`src/design/ycc420_pkg.sv`:
```
// Shared types and constants for the YCoCg to 4:2:0 converter.
package ycc420_pkg;

	localparam int PIX_W   = 16;
	localparam int BYTE_W  = 8;
	localparam int CFG_W   = 12;
	localparam int CIDX_W  = 2;
	localparam int PSUM_W  = 17;
	localparam int BSUM_W  = 18;
	localparam int ACC_W   = 28;
	localparam int ENTRY_W = 2 * PSUM_W;

	typedef enum logic [CIDX_W-1:0] {
		CFG_ROW_WIDTH    = 2'd0,
		CFG_LEVEL_OFFSET = 2'd1,
		CFG_CHROMA_ORDER = 2'd2
	} cfg_index_t;

	localparam logic [CFG_W-1:0] ROW_WIDTH_RST = 12'd2048;

	localparam logic signed [ACC_W-1:0] K_Y      = 28'sd440;
	localparam logic signed [ACC_W-1:0] K_Y_CO   = 28'sd82;
	localparam logic signed [ACC_W-1:0] K_Y_CG   = 28'sd76;
	localparam logic signed [ACC_W-1:0] K_U_CO   = 28'sd150;
	localparam logic signed [ACC_W-1:0] K_U_CG   = 28'sd148;
	localparam logic signed [ACC_W-1:0] K_V_CO   = 28'sd130;
	localparam logic signed [ACC_W-1:0] K_V_CG   = 28'sd188;
	localparam logic signed [ACC_W-1:0] Y_ROUND  = 28'sd4096;
	localparam logic signed [ACC_W-1:0] C_ROUND  = 28'sd8192;
	localparam logic signed [ACC_W-1:0] Y_BIAS   = 28'sd16;
	localparam logic signed [ACC_W-1:0] C_BIAS   = 28'sd128;
	localparam int Y_SHIFT = 13;
	localparam int C_SHIFT = 14;

	typedef struct packed {
		logic [CFG_W-1:0]        row_width;
		logic signed [CFG_W-1:0] level_offset;
		logic                    chroma_order_i420;
	} cfg_t;

	// one classified pixel travelling from front to back
	typedef struct packed {
		logic signed [PIX_W-1:0]  luma;
		logic signed [PIX_W-1:0]  orange;
		logic signed [PIX_W-1:0]  green;
		logic                     chroma;
		logic signed [BSUM_W-1:0] sum_orange;
		logic signed [BSUM_W-1:0] sum_green;
	} work_t;

endpackage

```
`src/design/ycc420_result_if.sv`:
```
// Result output channel.
interface ycc420_result_if;
	import ycc420_pkg::*;

	logic              valid;
	logic              ready;
	logic [BYTE_W-1:0] luma_out;
	logic              chroma_valid;
	logic [BYTE_W-1:0] chroma_first;
	logic [BYTE_W-1:0] chroma_second;
	logic              range_overflow;

	modport source (output valid, luma_out, chroma_valid, chroma_first, chroma_second,
		range_overflow, input ready);
	modport sink   (input valid, luma_out, chroma_valid, chroma_first, chroma_second,
		range_overflow, output ready);
endinterface

```
`src/design/ycc420_back.sv`:
```
// Back end: luma and chroma arithmetic, wrap to bytes, output register.
module ycc420_back (
	input  logic              clk,
	input  logic              arst_n,
	input  ycc420_pkg::cfg_t  cfg,
	input  ycc420_pkg::work_t head,
	input  logic              q_empty,
	output logic              pop,
	ycc420_result_if.source   result
);
	import ycc420_pkg::*;

	logic                    adv;
	logic signed [15:0]      off16;
	logic signed [PIX_W:0]   ydiff;

	logic                    valid_s1, chroma_s1;
	logic signed [ACC_W-1:0] py_s1, pyco_s1, pycg_s1;
	logic signed [ACC_W-1:0] uco_s1, ucg_s1, vco_s1, vcg_s1;

	logic signed [ACC_W-1:0] lval, uval, vval;
	logic                    l_ovf, u_ovf, v_ovf;

	logic                    out_valid_q;
	logic [BYTE_W-1:0]       luma_q, first_q, second_q;
	logic                    cvalid_q, ovf_q;

	assign adv = !out_valid_q || result.ready;
	assign pop = adv && !q_empty;

	assign off16 = $signed({cfg.level_offset, 4'b0000});
	assign ydiff = (PIX_W+1)'(head.luma) - (PIX_W+1)'(off16);

	always_ff @(posedge clk or negedge arst_n) begin
		if (!arst_n) begin
			valid_s1 <= 1'b0;
		end else if (adv) begin
			valid_s1 <= !q_empty;
		end
	end

	always_ff @(posedge clk) begin
		if (pop) begin
			chroma_s1 <= head.chroma;
			py_s1     <= ACC_W'(ydiff) * K_Y;
			pyco_s1   <= ACC_W'(head.orange) * K_Y_CO;
			pycg_s1   <= ACC_W'(head.green) * K_Y_CG;
			uco_s1    <= ACC_W'(head.sum_orange) * K_U_CO;
			ucg_s1    <= ACC_W'(head.sum_green) * K_U_CG;
			vco_s1    <= ACC_W'(head.sum_orange) * K_V_CO;
			vcg_s1    <= ACC_W'(head.sum_green) * K_V_CG;
		end
	end

	// floor shifts, then bias; anything with bits above 7 set lay outside 0..255
	always_comb begin
		lval  = ((py_s1 + pyco_s1 + pycg_s1 + Y_ROUND) >>> Y_SHIFT) + Y_BIAS;
		uval  = ((C_ROUND - uco_s1 - ucg_s1) >>> C_SHIFT) + C_BIAS;
		vval  = ((vco_s1 - vcg_s1 + C_ROUND) >>> C_SHIFT) + C_BIAS;
		l_ovf = lval[ACC_W-1:BYTE_W] != '0;
		u_ovf = uval[ACC_W-1:BYTE_W] != '0;
		v_ovf = vval[ACC_W-1:BYTE_W] != '0;
	end

	always_ff @(posedge clk or negedge arst_n) begin
		if (!arst_n) begin
			out_valid_q <= 1'b0;
		end else if (adv) begin
			out_valid_q <= valid_s1;
		end
	end

	always_ff @(posedge clk) begin
		if (adv && valid_s1) begin
			luma_q   <= lval[BYTE_W-1:0];
			cvalid_q <= chroma_s1;
			if (!chroma_s1) begin
				first_q  <= '0;
				second_q <= '0;
				ovf_q    <= l_ovf;
			end else begin
				first_q  <= cfg.chroma_order_i420 ? uval[BYTE_W-1:0] : vval[BYTE_W-1:0];
				second_q <= cfg.chroma_order_i420 ? vval[BYTE_W-1:0] : uval[BYTE_W-1:0];
				ovf_q    <= l_ovf || u_ovf || v_ovf;
			end
		end
	end

	assign result.valid          = out_valid_q;
	assign result.luma_out       = luma_q;
	assign result.chroma_valid   = cvalid_q;
	assign result.chroma_first   = first_q;
	assign result.chroma_second  = second_q;
	assign result.range_overflow = ovf_q;
endmodule

```
`src/flat_wrapper.sv`:
```
// flat-port wrapper written by rule: the top's interface ports become plain ports
module ycc420_back_flat import ycc420_pkg::*;
  (clk, arst_n, cfg, head, q_empty, pop, result_valid, result_luma_out, result_chroma_valid, result_chroma_first, result_chroma_second, result_range_overflow, result_ready);
  ycc420_result_if result_i ();
  input  logic clk;
  input  logic arst_n;
  input  ycc420_pkg::cfg_t cfg;
  input  ycc420_pkg::work_t head;
  input  logic q_empty;
  output logic pop;
  output wire logic [$bits(result_i.valid)-1:0] result_valid;
  output wire logic [$bits(result_i.luma_out)-1:0] result_luma_out;
  output wire logic [$bits(result_i.chroma_valid)-1:0] result_chroma_valid;
  output wire logic [$bits(result_i.chroma_first)-1:0] result_chroma_first;
  output wire logic [$bits(result_i.chroma_second)-1:0] result_chroma_second;
  output wire logic [$bits(result_i.range_overflow)-1:0] result_range_overflow;
  input wire logic [$bits(result_i.ready)-1:0] result_ready;
  assign result_valid = result_i.valid;
  assign result_luma_out = result_i.luma_out;
  assign result_chroma_valid = result_i.chroma_valid;
  assign result_chroma_first = result_i.chroma_first;
  assign result_chroma_second = result_i.chroma_second;
  assign result_range_overflow = result_i.range_overflow;
  assign result_i.ready = result_ready;
  ycc420_back u_core (.clk(clk), .arst_n(arst_n), .cfg(cfg), .head(head), .q_empty(q_empty), .pop(pop), .result(result_i));
endmodule
```
`config.mk`:
```
export PLATFORM = sky130hd
export DESIGN_NAME = ycc420_back_flat
export DESIGN_NICKNAME = d
export VERILOG_FILES = /design/src/design/ycc420_pkg.sv /design/src/design/ycc420_result_if.sv /design/src/design/ycc420_back.sv /design/src/flat_wrapper.sv
export SDC_FILE = /design/constraint.sdc
export NUM_CORES = 1
export LEC_CHECK = 0
export BUFFER_PORTS_ARGS = -buffer_cell sky130_fd_sc_hd__buf_2
export CAP_MARGIN = 30
export CORE_MARGIN = 2
export CORE_UTILIZATION = 45
export CTS_BUF_LIST = sky130_fd_sc_hd__clkbuf_4 sky130_fd_sc_hd__clkbuf_8
export CTS_CLUSTER_DIAMETER = 150
export DETAILED_ROUTE_END_ITERATION = 10
export PLACE_DENSITY = 0.58
export SLEW_MARGIN = 30
export SYNTH_ARGS = -nofsm -noshare
export SYNTH_HDL_FRONTEND = slang
export SYNTH_SLANG_ARGS = --single-unit
```
`constraint.sdc`:
```
create_clock -name clk -period 11.18 [get_ports clk]
set_input_delay 1.677 -clock clk [delete_from_list [all_inputs] [get_ports clk]]
set_output_delay 1.677 -clock clk [all_outputs]
set_load 0.03 [all_outputs]
```
Word level (Yosys, flattened, before mapping)
Cells that the tools add are included.
{"block": "totals", "regBits": 213, "in_bits": 114, "elab_cells": 46}
{"block": "op_classes", "addsub": 11, "multipliers": 7, "muxes": 3, "reduce_logical": 10}
{"operator": "nonzero test 20 bit", "count": 3}
{"operator": "adder 28 bit", "count": 2}
{"operator": "subtractor 28 bit", "count": 2}
{"operator": "multiplier 18 x 8 -> 26 bit, second input constant", "count": 2}
{"operator": "multiplier 18 x 7 -> 25 bit, second input constant", "count": 2}
{"operator": "adder 14 x 9 -> 15 bit, second input constant", "count": 2}
{"operator": "adder 28 x 14 -> 28 bit, second input constant", "count": 1}
{"operator": "adder 28 x 15 -> 28 bit, second input constant", "count": 1}
{"operator": "subtractor 15 x 28 -> 28 bit, first input constant", "count": 1}
{"operator": "multiplier 17 x 7 -> 24 bit, second input constant", "count": 1}
{"operator": "multiplier 16 x 7 -> 23 bit, second input constant", "count": 1}
{"operator": "multiplier 16 x 6 -> 22 bit, second input constant", "count": 1}
{"operator": "subtractor 16 x 16 -> 17 bit", "count": 1}
{"operator": "adder 15 x 6 -> 16 bit, second input constant", "count": 1}
{"operator": "2-to-1 mux 8 bit", "count": 2}
{"operator": "logical OR 1 bit", "count": 3}
{"operator": "logical AND 1 bit", "count": 2}
{"operator": "logical NOT 1 bit", "count": 2}
{"operator": "2-to-1 mux 1 bit", "count": 1}

Longest topological paths before layout
{"block": "depth", "ltp_word": 8, "mapped_depth": 30, "depth_no_buf": 30}

Worst setup path before layout
Ideal clock, no wire load.
{"block": "synth_timing", "path_type": "input -> output", "from": "input result_ready", "to": "output pop", "t_arrival_ns": 9.172, "t_required_ns": 9.503, "setup_slack_ns": 0.331, "stages": 2, "path_buffers": 0, "cell_sequence": "nor2b_1 nor2_1"}
{"block": "synth_via", "elab_chain_len": 2}
{"element": "start: declaration", "line_no": "flat_wrapper.sv:17", "text": "input wire logic [$bits(result_i.ready)-1:0] result_ready;"}
{"element": "logical OR 1 bit", "line_no": "ycc420_back.sv:28", "text": "assign adv = !out_valid_q || result.ready;"}
{"element": "logical AND 1 bit", "line_no": "ycc420_back.sv:29", "text": "assign pop = adv && !q_empty;"}
{"element": "end: declaration", "line_no": "flat_wrapper.sv:10", "text": "output logic pop;"}
No other way between the ends.

Final worst setup path
{"block": "layout_timing", "from": "input cfg[1] in the netlist's numbering", "to": "register u_core.py_s1[26] (data pin)"}
{"block": "layout_via", "elab_chain_len": 2}
{"element": "start: declaration", "line_no": "flat_wrapper.sv:7", "text": "input ycc420_pkg::cfg_t cfg;"}
{"element": "subtractor 16 x 16 -> 17 bit", "line_no": "ycc420_back.sv:32", "text": "assign ydiff = (PIX_W+1)'(head.luma) - (PIX_W+1)'(off16);"}
{"element": "multiplier 17 x 7 -> 24 bit", "line_no": "ycc420_back.sv:45", "text": "py_s1 <= ACC_W'(ydiff) * K_Y;"}
{"element": "end signal: assignment", "line_no": "ycc420_back.sv:45"}
{"element": "end: declaration", "line_no": "ycc420_back.sv:18", "text": "logic signed [ACC_W-1:0] py_s1, pyco_s1, pycg_s1;"}
No other way between the ends.
A chain may end at the register's enable or synchronous reset.

==> results.ini <==
[status]
outcome=finished, final reports clean

[placed_design]
place_area_sq_um=26710
port_buffers=129
place_hpwl_um=42270
gp_congestion=0.8543

[setup_path]
rr_startpoint=u_core.py_s1[6]$_DFFE_PP_
reg2reg_depth=17
critPathMaxStageDelay_ns=0.56
end_kind=flop
worstSetupPathType=primary input to flop
cp-start-kind=primary input
cp_max_fo=6
cp.required_ns=11.46
cp.arrival_ns=7.97
reg2reg_slack_ns=6.34
rr_endpoint=u_core.result.range_overflow$_DFFE_PP_
crit_slowest_cell=nor3_1

[floorplanning]
start_util_pct=45.59
std_cell_rows=86
die_w_um=240.2
fp.coreArea_sq_um=55090
die-area_sq_um=57720
pin_count=142
die_y_um=240.2

[power]
power_density_nw_per_um2=283.1
leakagePower_nw=14.09
ir_worst_vdd_v=0.0002390

[clock_tree]
insertion_delay_ns=0.53
cts_setup_buffers=0
cts_made_buffers=17
clockBufferDepth=2
cts-root-buf=clkbuf_8
clock_sinks=197
htree_levels=4
ctsResizeCount=0
clkTransAtPathRegs_ns=0.11
cts_tree=built
cts_hold_buffers=0

[grt]
antenna_found_initial=8
grt_overflow=0
grt_pass1_wl_um=83350
first_global_vias=17800
grt_max_degree=166
track_usage_pct=18.27

[routing]
wl_met1_um=21730
wl_per_cell_um=14.47
wl_met3_um=1277
drc=0
routed_via_density=4.958
wl_met2_um=25690
drt_pass1_iterations=4
ant_nets=0
vias=17080
top_layer=met5
drt_wl_total_um=49840
dr.first_iter.drc_count=619

[synth]
avgSynthCellArea_sq_um=9.892
yosysUniqueCellTypes=73
ys_top_cells_by_area=ha_1, edfxtp_1, fa_1
synth_top_area_share_pct=25.76
synth_warnings=0
syn-num-nets=3370
netlist_area_sq_um=25120
syn-instance-count=2539
async_flop_share_pct=1.015
yosysTopAreaCell=ha_1
synth-edff-count=195
yosys.cell_count.top_type=inv_1
ys_seq_elements=197
synthFlopType=edfxtp_1
synth-seq-area-share_pct=23.51
synthTopCellsByCount=inv_1, ha_1, fa_1, edfxtp_1, xnor2_1

[layout]
drive_gt1_share_pct=7.047
fin_area_sq_um=27110
nNetsFinal=3514
postLayoutCoreUtil_pct=49.20
area_growth_pct=7.926

[sta]
period_share_pct=68.80
fin_setup_tns_ns=0
relSlewSlack_pct=39.95
tightestPinTransition_ns=0.9008
min_period_ns=7.691
hold_viol=0
rsz0062_at_grt=no
clock_skew_ns=0.01744
max_freq_mhz=130.0
slew_violations=0
setup_viol_count_final=0

[hold_path]
hold_depth=1
hp-class=flop to flop
holdPathEnd=u_core.result.valid$_DFFE_PN0N_
hold_start=u_core.valid_s1$_DFFE_PN0N_

[job]
cap_violations=0

## kinds of logic after synthesis
logic type | share of synthesized area [%]
xor gates and xnor gates | 6.486
buffers and inverters | 10.30
muxes | 0.7622
adders and majority gates | 41.70
and+or+nand+nor | 6.686
DFF | 23.51
AOI/OAI and AO/OA | 10.56
## placed cells by master, fill, tap and decap left out, types with 6 or more instances in the layout
| master | count |
|---|---|
| clkbuf_8 | 18 |
| o211ai_1 | 12 |
| nor2b_1 | 34 |
| nand2b_1 | 21 |
| o21bai_1 | 32 |
| o21a_1 | 23 |
| or2_2 | 7 |
| xor2_1 | 48 |
| nand2_1 | 61 |
| inv_1 | 683 |
| a21o_1 | 47 |
| a211oi_1 | 9 |
| or3_1 | 8 |
| nand3_1 | 36 |
| mux2i_1 | 18 |
| nand4_1 | 8 |
| a31oi_1 | 16 |
| o21ai_0 | 55 |
| nor2_1 | 86 |
| xnor2_1 | 138 |
| nor3_1 | 37 |
| ha_1 | 517 |
| o31ai_1 | 6 |
| edfxtp_1 | 195 |
| a21oi_1 | 112 |
| a21boi_0 | 9 |
| fa_1 | 200 |
| buf_2 | 129 |
| o21ai_1 | 9 |
| and3_1 | 15 |
| and2_1 | 8 |
## final cells by class
class | count | area (sq um)
repair buffers | 131 | 673.1
well taps | 748 | 935.9
flip-flops and latches | 197 | 5906
clock inverters | 13 | 138.9
multi-input cells | 1653 | 16630
fillers | 5229 | 27990
diodes | 1 | 2.502
inverters | 683 | 2564
clock buffers | 19 | 255.2
## report_power, final
group	internal [mW]	switching, mW	leakage (nW)
registers	1.34	0.103	1.88
logic	2.48	3.27	12.0
clock network	0.192	0.289	0.202
## state kept, by name, summed over array words and instances (netlist names)
signal,cells
u_core.result.chroma_first,8
u_core.result.valid,1
u_core.ucg_s1,25
u_core.result.chroma_second,8
u_core.valid_s1,1
u_core.chroma_s1,1
u_core.uco_s1,26
u_core.vco_s1,25
u_core.result.luma_out,8
u_core.result.range_overflow,1
u_core.py_s1,24
u_core.result.chroma_valid,1
u_core.vcg_s1,24
u_core.pyco_s1,22
u_core.pycg_s1,22
## per-stage QoR
stage	std cells	hold slack [ns]	power (mW)	setup WS, ns
2_1_floorplan	2539	0.4493	5.976	0.3315
3_3_place_gp	3412	0.4677	7.094	3.035
3_5_place_dp	3412	0.4743	7.234	2.964
4_1_cts	3444	0.5014	7.759	3.522
5_1_grt	3445	0.5284	8.582	2.918
6_report	3445	0.4977	7.673	3.489
## critical path: cells and delay by family
kind,cells,cell delay [ns]
compound gates,11,1.93
xor+xnor,2,0.32
fa+ha+maj,6,2.55
buf+inv,3,0.19
simple gates,6,1.28
## layer usage
layer | global-route usage, % | vias up
met1 | 21.40 | 8170
li1 | - | 8662
met4 | 5.176 | 14
met3 | 2.250 | 56
met2 | 34.71 | 177
met5 | 0 | -
## how the worst max path moves through the flow
stage                       from  depth (start not counted)                          to  slack [ns]
floorplan           result_ready                          2                         pop        0.33
global placement          cfg[1]                         28  u_core.py_s1[26]$_DFFE_PP_        3.03
detailed placement        cfg[1]                         28  u_core.py_s1[26]$_DFFE_PP_        2.96
CTS                       cfg[1]                         28  u_core.py_s1[26]$_DFFE_PP_        3.52
global route              cfg[1]                         28  u_core.py_s1[26]$_DFFE_PP_        2.92
finish                    cfg[1]                         28  u_core.py_s1[26]$_DFFE_PP_        3.49
Note: power is estimated with default switching activity, not from simulation.
