[config.mk]
export PLATFORM = sky130hd
export DESIGN_NAME = ycc420_queue
export DESIGN_NICKNAME = d
export VERILOG_FILES = /design/src/design/ycc420_pkg.sv /design/src/design/ycc420_queue.sv
export SDC_FILE = /design/constraint.sdc
export NUM_CORES = 1
export LEC_CHECK = 0
export BUFFER_PORTS_ARGS = -buffer_cell sky130_fd_sc_hd__buf_2
export CORE_MARGIN = 2
export CORE_UTILIZATION = 57
export CTS_CLUSTER_DIAMETER = 200
export DETAILED_ROUTE_END_ITERATION = 7
export PLACE_DENSITY = 0.79
export SETUP_SLACK_MARGIN = 0.02
export SYNTH_ARGS = -nofsm -noshare
export SYNTH_HDL_FRONTEND = slang
export SYNTH_SLANG_ARGS = --single-unit
[constraint.sdc]
create_clock -name clk -period 3.9 [get_ports clk]
set_input_delay 0.39 -clock clk [delete_from_list [all_inputs] [get_ports clk]]
set_output_delay 0.39 -clock clk [all_outputs]
set_load 0.02 [all_outputs]
[src/design/ycc420_pkg.sv]
// Shared types and constants for the YCoCg to 4:2:0 converter.
package ycc420_pkg;

	localparam int PIX_W   = 16;
	localparam int BYTE_W  = 8;
	localparam int CFG_W   = 12;
	localparam int CIDX_W  = 2;
	localparam int PSUM_W  = 17;
	localparam int BSUM_W  = 18;
	localparam int ACC_W   = 28;
	localparam int ENTRY_W = 2 * PSUM_W;

	typedef enum logic [CIDX_W-1:0] {
		CFG_ROW_WIDTH    = 2'd0,
		CFG_LEVEL_OFFSET = 2'd1,
		CFG_CHROMA_ORDER = 2'd2
	} cfg_index_t;

	localparam logic [CFG_W-1:0] ROW_WIDTH_RST = 12'd2048;

	localparam logic signed [ACC_W-1:0] K_Y      = 28'sd440;
	localparam logic signed [ACC_W-1:0] K_Y_CO   = 28'sd82;
	localparam logic signed [ACC_W-1:0] K_Y_CG   = 28'sd76;
	localparam logic signed [ACC_W-1:0] K_U_CO   = 28'sd150;
	localparam logic signed [ACC_W-1:0] K_U_CG   = 28'sd148;
	localparam logic signed [ACC_W-1:0] K_V_CO   = 28'sd130;
	localparam logic signed [ACC_W-1:0] K_V_CG   = 28'sd188;
	localparam logic signed [ACC_W-1:0] Y_ROUND  = 28'sd4096;
	localparam logic signed [ACC_W-1:0] C_ROUND  = 28'sd8192;
	localparam logic signed [ACC_W-1:0] Y_BIAS   = 28'sd16;
	localparam logic signed [ACC_W-1:0] C_BIAS   = 28'sd128;
	localparam int Y_SHIFT = 13;
	localparam int C_SHIFT = 14;

	typedef struct packed {
		logic [CFG_W-1:0]        row_width;
		logic signed [CFG_W-1:0] level_offset;
		logic                    chroma_order_i420;
	} cfg_t;

	// one classified pixel travelling from front to back
	typedef struct packed {
		logic signed [PIX_W-1:0]  luma;
		logic signed [PIX_W-1:0]  orange;
		logic signed [PIX_W-1:0]  green;
		logic                     chroma;
		logic signed [BSUM_W-1:0] sum_orange;
		logic signed [BSUM_W-1:0] sum_green;
	} work_t;

endpackage

[src/design/ycc420_queue.sv]
// Short request queue between front and back.
module ycc420_queue #(
	parameter int DEPTH = 4
) (
	input  logic              clk,
	input  logic              arst_n,
	input  logic              push,
	input  ycc420_pkg::work_t push_data,
	output logic              full,
	input  logic              pop,
	output ycc420_pkg::work_t head,
	output logic              empty
);
	import ycc420_pkg::*;

	localparam int AW = (DEPTH > 1) ? $clog2(DEPTH) : 1;

	work_t           slot_q [DEPTH];
	logic [AW-1:0]   wr_q, rd_q;
	logic [AW:0]     count_q;

	assign full  = count_q == (AW+1)'(DEPTH);
	assign empty = count_q == '0;
	assign head  = slot_q[rd_q];

	always_ff @(posedge clk) begin
		if (push) begin
			slot_q[wr_q] <= push_data;
		end
	end

	always_ff @(posedge clk or negedge arst_n) begin
		if (!arst_n) begin
			wr_q    <= '0;
			rd_q    <= '0;
			count_q <= '0;
		end else begin
			if (push) begin
				wr_q <= (wr_q == AW'(DEPTH - 1)) ? '0 : wr_q + AW'(1);
			end
			if (pop) begin
				rd_q <= (rd_q == AW'(DEPTH - 1)) ? '0 : rd_q + AW'(1);
			end
			unique case ({push, pop})
				2'b10:   count_q <= count_q + (AW+1)'(1);
				2'b01:   count_q <= count_q - (AW+1)'(1);
				default: count_q <= count_q;
			endcase
		end
	end
endmodule

Word-level counts from Yosys, hierarchy flattened:

Memory sizes are Yosys's and may differ from the RTL's.
Cells that the tools add are included.

* register bits after elaboration: 7
* bits in latches: 0
* bits in writable memories: 340
* bits in read-only memories: 0
* bits of input ports: 89
* output and inout port bits: 87
* word-level logic and storage cells: 20
* memories kept: 1

* add/subtract/negate cells: 4
* $mul: 0
* divide/modulo/power cells: 0
* order comparisons: 0
* equal/unequal tests: 5
* shifts and indexed selects: 0
* mux-type cells: 5
* bitwise operators: 0
* reduce and logical (&&, ||, !) cells: 2

Memories
* slot_q: words 4, width 85, read ports 1, clocked after memory_dff 0, write ports 1, RTL line ycc420_queue.sv:18 `work_t slot_q [DEPTH];`

Operators by type and width (number)
* equality test 2 bit, second input constant: 3
* one-hot mux 3 bit (2 select lines): 1
* adder 2 x 1 -> 2 bit, second input constant: 2
* two-way mux 2 bit: 2
* adder 3 x 1 -> 3 bit, second input constant: 1
* equality test 3 bit, second input constant: 1
* logical NOT 3 bit: 1
* subtractor 3 x 1 -> 3 bit, second input constant: 1
* equality test 2 x 1 -> 1 bit, second input constant: 1
* two-way mux 1 bit: 2
* nonzero test 2 bit: 1

Depth between registers and ports, before layout:

Gate-level depths: netlist (run 1).

* depth after elaboration: 2
* gate-level depth with buffers: 7
* depth with buffers taken out: 7

Worst setup path after synthesis (run 1):

Ideal clock, no wire load.

* path kind: register -> register
* start point: register wr_q[0]
* end point: memory slot_q[0][0] (netlist name) (enable)
* library setup time: 0.453 ns
* arrival time: 2.593 ns
* data required time: 3.447 ns
* path slack: 0.854 ns
* cell stages (with the launch flop): 4
* path buffers: 0
* period minus slack after synthesis: 3.046 ns
* path through: dfrtp_1 inv_1 ha_1 and2_1

RTL lines
* start: declaration: RTL line ycc420_queue.sv:19 `logic [AW-1:0] wr_q, rd_q;`
* start signal: assignment: RTL line ycc420_queue.sv:39 `wr_q <= (wr_q == AW'(DEPTH - 1)) ? '0 : wr_q + AW'(1);`
* end: declaration: RTL line ycc420_queue.sv:18

Straight into the memory's write port.

==> results_dict.tcl, run 1 <==
set metrics [dict create \
    ys.flop_type "edfxtp_1" \
    synth.most_common_cell "edfxtp_1" \
    finalNonFillerCells 988 \
    ctsResizeCount 0 \
    synthTopCellsByCount "edfxtp_1 (340), mux4_2 (85), buf_2 (8), dfrtp_1 (7)" \
    p_per_area_nw_per_um2 767 \
    place.gp.congestion 0.716 \
    drive_above_1_share_pct 45.3 \
    top_usage_layer "met2" \
    cts_tree "yes" \
    yosys_warnings 0 \
    synth_area_leaders "edfxtp_1 (80%), mux4_2 (15%), dfrtp_1 (1.4%)" \
    min_to "slot_q[2][43]$_DFFE_PP_" \
    nets 781 \
    hold_slack_ns 0.107 \
    r2r-start "wr_q[0]$_DFFE_PN0P_" \
    maxCapViolations 0 \
    dieArea_um2 23500 \
    finalClockSkew_ns 0.00630 \
    vias 5690 \
    path_class "flip-flop to output pin" \
    dp.cells 927 \
    drv_slew 0 \
    synthArstFlopShare_pct 2.02 \
    hold_viol 0 \
    clkPwrFrac_pct 26.5 \
    end_kind "output pin" \
    synth.avg_cell_area_um2 26.3 \
    netlist.area_leader.share_pct 80.3 \
    min_from "push_data[43]" \
    viasPerCell 5.76 \
    synth_nets 579 \
    power_switching_mw 3.47 \
    insertion_delay_ns 0.49 \
    rows 54 \
    leakage_nw 5.14 \
    cts_max_level 2 \
    grt_pass1_wl_um 34700 \
    core_um2 21800 \
    ant_nets 0 \
    met2_usage_pct 32.8 \
    wl_per_cell_um 22.7 \
    ios 176 \
    fmax_mhz 334 \
    cts_inserted_buffers 35 \
    r2r_end "slot_q[0][32]$_DFFE_PP_" \
    grt_max_degree 64 \
    worstRegToRegCells 4 \
    cp_max_fo 31 \
    vdd_drop_max_uv 567 \
    yosys.area.top_type "edfxtp_1" \
    dpl.hpwl_um 13600 \
    start_util_pct 58.2 \
    track_usage_pct 19.4 \
    cts_buffer_depth 3 \
    worstPathArrival_ns 2.60 \
    dieWidth_um 153 \
    drc 0 \
    pwr-share-comb_pct 28.7 \
    ff2ff_setup_slack_ns 1.74 \
    whs_path_depth 1 \
    holdBufCountCts 1 \
    drt_pre_antenna_iters 4 \
    grt.met3_usage_pct 4.59 \
    wirelength_um 22400 \
    status "complete, no violations" \
    clk_pin_slew_ns 0.06 \
    ys_ff_latch 347 \
    area_delta_synth_final_pct 17.7 \
    finalSetupViolations 0 \
    post_cts_buffers 0 \
    synth.distinct_cells 23 \
    drt_iter0_markers 282 \
    relSlewSlack_pct 36.6 \
    p_sw_share_pct 30.2 \
    worstSetupStartpointType "flip-flop" \
    fin_crit_sh_pct 76.7 \
    root_buffer "clkbuf_16" \
    rsz0062_at_grt "false" \
    antenna_found_initial 2 \
    period_needed_ns 2.99 \
    gr-total-overflow 0 \
    p_int_mw 8.00 \
    grt_use_met1_pct 25.0 \
    ys_seq_area_share_pct 81.7 \
    portBuffers 175 \
    p_seq_share_pct 44.7 \
    clkSinkCount 347 \
    crit_required_ns 3.51 \
    netlist_area_um2 12700 \
    tightestPinTransition_ns 0.951 \
    synth_edf_count 340 \
    hold_path_class "input port to flip-flop" \
    syn_inst 483 \
    tns_ns 0 \
    die_h_um 153 \
    grt_pass1_vias 6241 \
]
-- flip-flops by register name, indices dropped and copies added, names as in the netlist --
signal and count:
rd_q 2, wr_q 2, slot_q 340, count_q 3
-- placed cells by master (no fill, tap or decap) --
| cell | Yosys | layout |
|---|---|---|
| edfxtp_1 | 340 | 340 |
| buf_2 | 8 | 175 |
| mux4_2 | 85 | 85 |
| clkbuf_16 | 0 | 37 |
| clkbuf_1 | 3 | 10 |
| inv_1 | 6 | 6 |
| ha_1 | 6 | 6 |
| clkinv_1 | 0 | 5 |
| dfrtp_1 | 7 | 5 |
| buf_4 | 4 | 5 |
| and2_4 | 0 | 4 |
| buf_12 | 3 | 4 |
| clkinv_2 | 0 | 3 |
| diode_2 | 0 | 2 |
| o21ai_0 | 2 | 2 |
| nor2_1 | 2 | 2 |
| mux2_2 | 2 | 2 |
| xor2_1 | 2 | 2 |
| dfrtp_4 | 0 | 2 |
| nor3_1 | 1 | 1 |
| and3_1 | 1 | 1 |
| mux2i_1 | 1 | 1 |
| xnor2_1 | 1 | 1 |
| or3_1 | 1 | 1 |
| nand2_1 | 1 | 1 |
| fa_1 | 1 | 1 |
| clkinvlp_4 | 0 | 1 |
| clkinv_4 | 0 | 1 |
| bufinv_16 | 0 | 1 |
| dlygate4sd3_1 | 0 | 1 |
-- worst max-delay path: stages (launching register included) --
cell	delay (ns)
dfrtp_4	0.82
buf_4	0.50
mux4_2	0.57
buf_2	0.18
-- per-layer routing --
metal / share of wire [%] / vias to the layer above / routed length [um]
met1: 39 / 2971 / 8770
met3: 6.7 / 41 / 1490
met5: 0 / - / 0
met4: 2.5 / 0 / 561
met2: 52 / 206 / 11600
li1: - / 2472 / -
-- final cells by class --
class	count	area, um2
Inverter	6	22.5
Clock buffer	47	963
Antenna cell	2	5.00
Multi-Input combinational cell	110	2140
Clock inverter	11	80.1
Sequential cell	347	10400
Tap cell	280	350
Fill cell	1317	6860
Timing Repair Buffer	185	1000
-- power by group through the flow --
stage / clock [mW] / sequential, mW / combinational (mW)
after floorplan: 0 / 4.99 / 2.59
after global placement: 0 / 5.17 / 3.29
after detailed placement: 0 / 5.22 / 3.36
after CTS: 3.12 / 5.15 / 3.37
after global routing: 3.27 / 5.19 / 3.51
final: 3.04 / 5.13 / 3.30
-- stage by stage --
stage                     util, %  power [mW]  instance area, um2  setup slack, ns
after detailed placement     63.7        8.58               13900             1.34
after floorplan                 -        7.58               12700            0.854
after CTS                    68.5        11.6               15000            0.812
after global routing         68.5        12.0               15000            0.724
final                        68.5        11.5               15000            0.908
after global placement       63.7        8.46               13900             1.40
-- how the worst max path moves through the flow --
stage	depth (start not counted)	startpoint	slack (ns)	end
after floorplan	3	wr_q[0]$_DFFE_PN0P_	0.85	slot_q[0][0]$_DFFE_PP_
after global routing	3	rd_q[0]$_DFFE_PN0P_	0.72	head[84]
after global placement	3	rd_q[0]$_DFFE_PN0P_	1.40	head[0]
after CTS	3	rd_q[0]$_DFFE_PN0P_	0.81	head[84]
final	3	rd_q[0]$_DFFE_PN0P_	0.91	head[84]
after detailed placement	3	rd_q[0]$_DFFE_PN0P_	1.34	head[84]
-- cells by family (layout without fill, tap and decap cells) --
| family | Yosys count | after routing | share of synthesized area [%] |
|---|---|---|---|
| DFF | 347 | 347 | 81.7 |
| muxes | 88 | 88 | 15.3 |
| buffers and inverters | 26 | 249 | 1.50 |
| and+or+nand+nor | 10 | 10 | 0.423 |
| adders and majority gates | 7 | 7 | 0.748 |
| xor gates and xnor gates | 3 | 3 | 0.207 |
| AOI/OAI and AO/OA | 2 | 2 | 0.0788 |
| other | 0 | 2 | 0 |
Power figures use the tool's default switching activity.
==> run 2, diff against run 1 <==
--- a/config.mk
+++ b/config.mk
@@ -7,10 +7,10 @@
 export LEC_CHECK = 0
 export BUFFER_PORTS_ARGS = -buffer_cell sky130_fd_sc_hd__buf_2
 export CORE_MARGIN = 2
-export CORE_UTILIZATION = 57
+export CORE_UTILIZATION = 51
 export CTS_CLUSTER_DIAMETER = 200
 export DETAILED_ROUTE_END_ITERATION = 7
-export PLACE_DENSITY = 0.79
+export PLACE_DENSITY = 0.75
 export SETUP_SLACK_MARGIN = 0.02
 export SYNTH_ARGS = -nofsm -noshare
 export SYNTH_HDL_FRONTEND = slang
==> constraint.sdc (replaced) <==
create_clock -name clk -period 2.6 [get_ports clk]
set_input_delay 0.26 -clock clk [delete_from_list [all_inputs] [get_ports clk]]
set_output_delay 0.26 -clock clk [all_outputs]
set_load 0.02 [all_outputs]
==> results_dict.tcl, run 2 (synthesis gave the netlist of run 1 again) <==
set metrics [dict create \
    hold_viol 0 \
    antenna_found_initial 1 \
    rows 57 \
    end_kind "output pin" \
    regMostFlops "slot_q" \
    crit_slowest_cell "mux4_2" \
    dieArea_um2 26200 \
    power_switching_mw 5.31 \
    grt_max_degree 61 \
    nets 871 \
    leakage_nw 5.57 \
    min_to "rd_q[1]$_DFFE_PN0P_" \
    grt_pass1_wl_um 35700 \
    tightestPinTransition_ns 0.488 \
    cp-startpoint "rd_q[0]$_DFFE_PN0P_" \
    worstRegToRegCells 3 \
    pwr-share-comb_pct 30.5 \
    cts_max_level 2 \
    clkPwrFrac_pct 27.3 \
    cp_max_fo 60 \
    fmax_mhz 418 \
    ff2ff_setup_slack_ns 0.82 \
    vias 5993 \
    status "complete, no violations" \
    tns_ns 0 \
    wl_per_cell_um 20.8 \
    crit_required_ns 2.34 \
    gr-total-overflow 0 \
    drv_slew 0 \
    drc 0 \
    relSlewSlack_pct 67.5 \
    period_needed_ns 2.39 \
    largest_reg_flops 340 \
    p_int_mw 12.4 \
    drive_above_1_share_pct 41.0 \
    slowest_delay_ns 0.59 \
    p_seq_share_pct 42.2 \
    finalSetupViolations 0 \
    cts_inserted_buffers 36 \
    drt_iter0_markers 433 \
    hold_path_class "input port to flip-flop" \
    fin_ws_ns 0.207 \
    wirelength_um 23300 \
    critPathTopFamily "multiplexers" \
    start_util_pct 52.1 \
    maxCapViolations 0 \
    whs_path_depth 2 \
    worstSetupStartpointType "flip-flop" \
    worstPathArrival_ns 2.13 \
    path_class "flip-flop to output pin" \
    ant_nets 0 \
    p_per_area_nw_per_um2 1110 \
    cts_tree "yes" \
    layout_commonest_cell "edfxtp_1" \
    fin_crit_sh_pct 92.0 \
    viasPerCell 5.34 \
    place.gp.congestion 0.695 \
    clk_pin_slew_ns 0.05 \
    area_delta_synth_final_pct 26.1 \
    vdd_drop_max_uv 695 \
    track_usage_pct 17.9 \
    pre_cts_slack_ns 0.569 \
    die_h_um 162 \
    min_from "pop" \
    cts_buffer_depth 3 \
    rsz0062_at_grt "false" \
    drt_pre_antenna_iters 4 \
    layout_common_cells "edfxtp_1 (340), buf_2 (175), dlygate4sd3_1 (86)" \
    root_buffer "clkbuf_16" \
    dieWidth_um 162 \
    crit_chain "buf_12 > mux4_2 > buf_2" \
    cp_num_buf_inv 2 \
    insertion_delay_ns 0.50 \
    ios 176 \
    r2r-start "wr_q[0]$_DFFE_PN0P_" \
    finalClockSkew_ns 0.0127 \
    r2r_end "slot_q[3][1]$_DFFE_PP_" \
    nFillCells 1628 \
    top_regs "slot_q x340, count_q x3" \
    p_sw_share_pct 29.9 \
    grt_pass1_vias 6389 \
    clkSinkCount 347 \
    core_um2 24400 \
    dpl.hpwl_um 13800 \
    portBuffers 175 \
]
## run 2: changes by cell type in the layout (fill, tap and decap cells not counted), sizes merged
cell	before	now
buf	184	188
bufinv	1	3
clkbuf	47	49
clkinv	9	8
diode	2	1
dlygate4sd3	1	86
## run 2: worst reg2reg max path, cell delays in order, from the launching register on
cell and delay, ns:
dfrtp_1 0.41, ha_1 0.20, and2_4 0.47, buf_4 0.38
## run 2: worst max-delay path by stage
stage | endpoint | depth (start not counted)
floorplan | slot_q[2][0]$_DFFE_PP_ | 3
global placement | head[9] | 3
detailed placement | head[12] | 3
CTS | head[12] | 3
global route | head[42] | 3
finish | head[14] | 3
## run 2: repair_timing
item | 4_1_cts | 5_1_grt
setup endpoints to repair | 0 | 19
endpoints found under the hold margin | 347 | 0
setup buffers | 0 | 1
hold buffers | 86 | 0
resized for setup | 0 | 0
## run 2: routing by layer
layer	part of all wire, %	global-route usage (%)
met1	42	24.9
met2	50	29.2
met3	5.3	3.70
met4	2.4	5.67
met5	0	0
## run 2: final cells by class
class / count / area, um2 / share of cell area (%)
multi-input combinational: 110 / 2140 / 13.4
clock inverter: 12 / 133 / 0.828
antenna: 1 / 2.50 / 0.0156
sequential: 347 / 10400 / 64.9
tap: 324 / 405 / 2.53
timing repair buffer: 274 / 1940 / 12.1
clock buffer: 49 / 981 / 6.12
inverter: 6 / 22.5 / 0.141
## run 2: power by group through the flow
stage                     Combinational [mW]  Clock (mW)  Sequential [mW]
after detailed placement                5.30           0             7.65
after CTS                               5.42        4.94             7.54
after global placement                  5.22           0             7.57
after global routing                    5.78        5.18             7.56
final                                   5.40        4.84             7.48
after floorplan                         3.89           0             7.43
## run 2: stage by stage
stage	total power [mW]	cells	hold slack, ns	cell area (um2)	utilization [%]
2_1_floorplan	11.3	483	-0.0356	12700	-
3_3_place_gp	12.8	974	0.0992	14000	57.5
3_5_place_dp	13.0	974	0.113	14000	57.5
4_1_cts	17.9	1121	0.0639	16000	65.6
5_1_grt	18.5	1123	0.0707	16000	65.7
6_report	17.7	1123	0.0814	16000	65.7
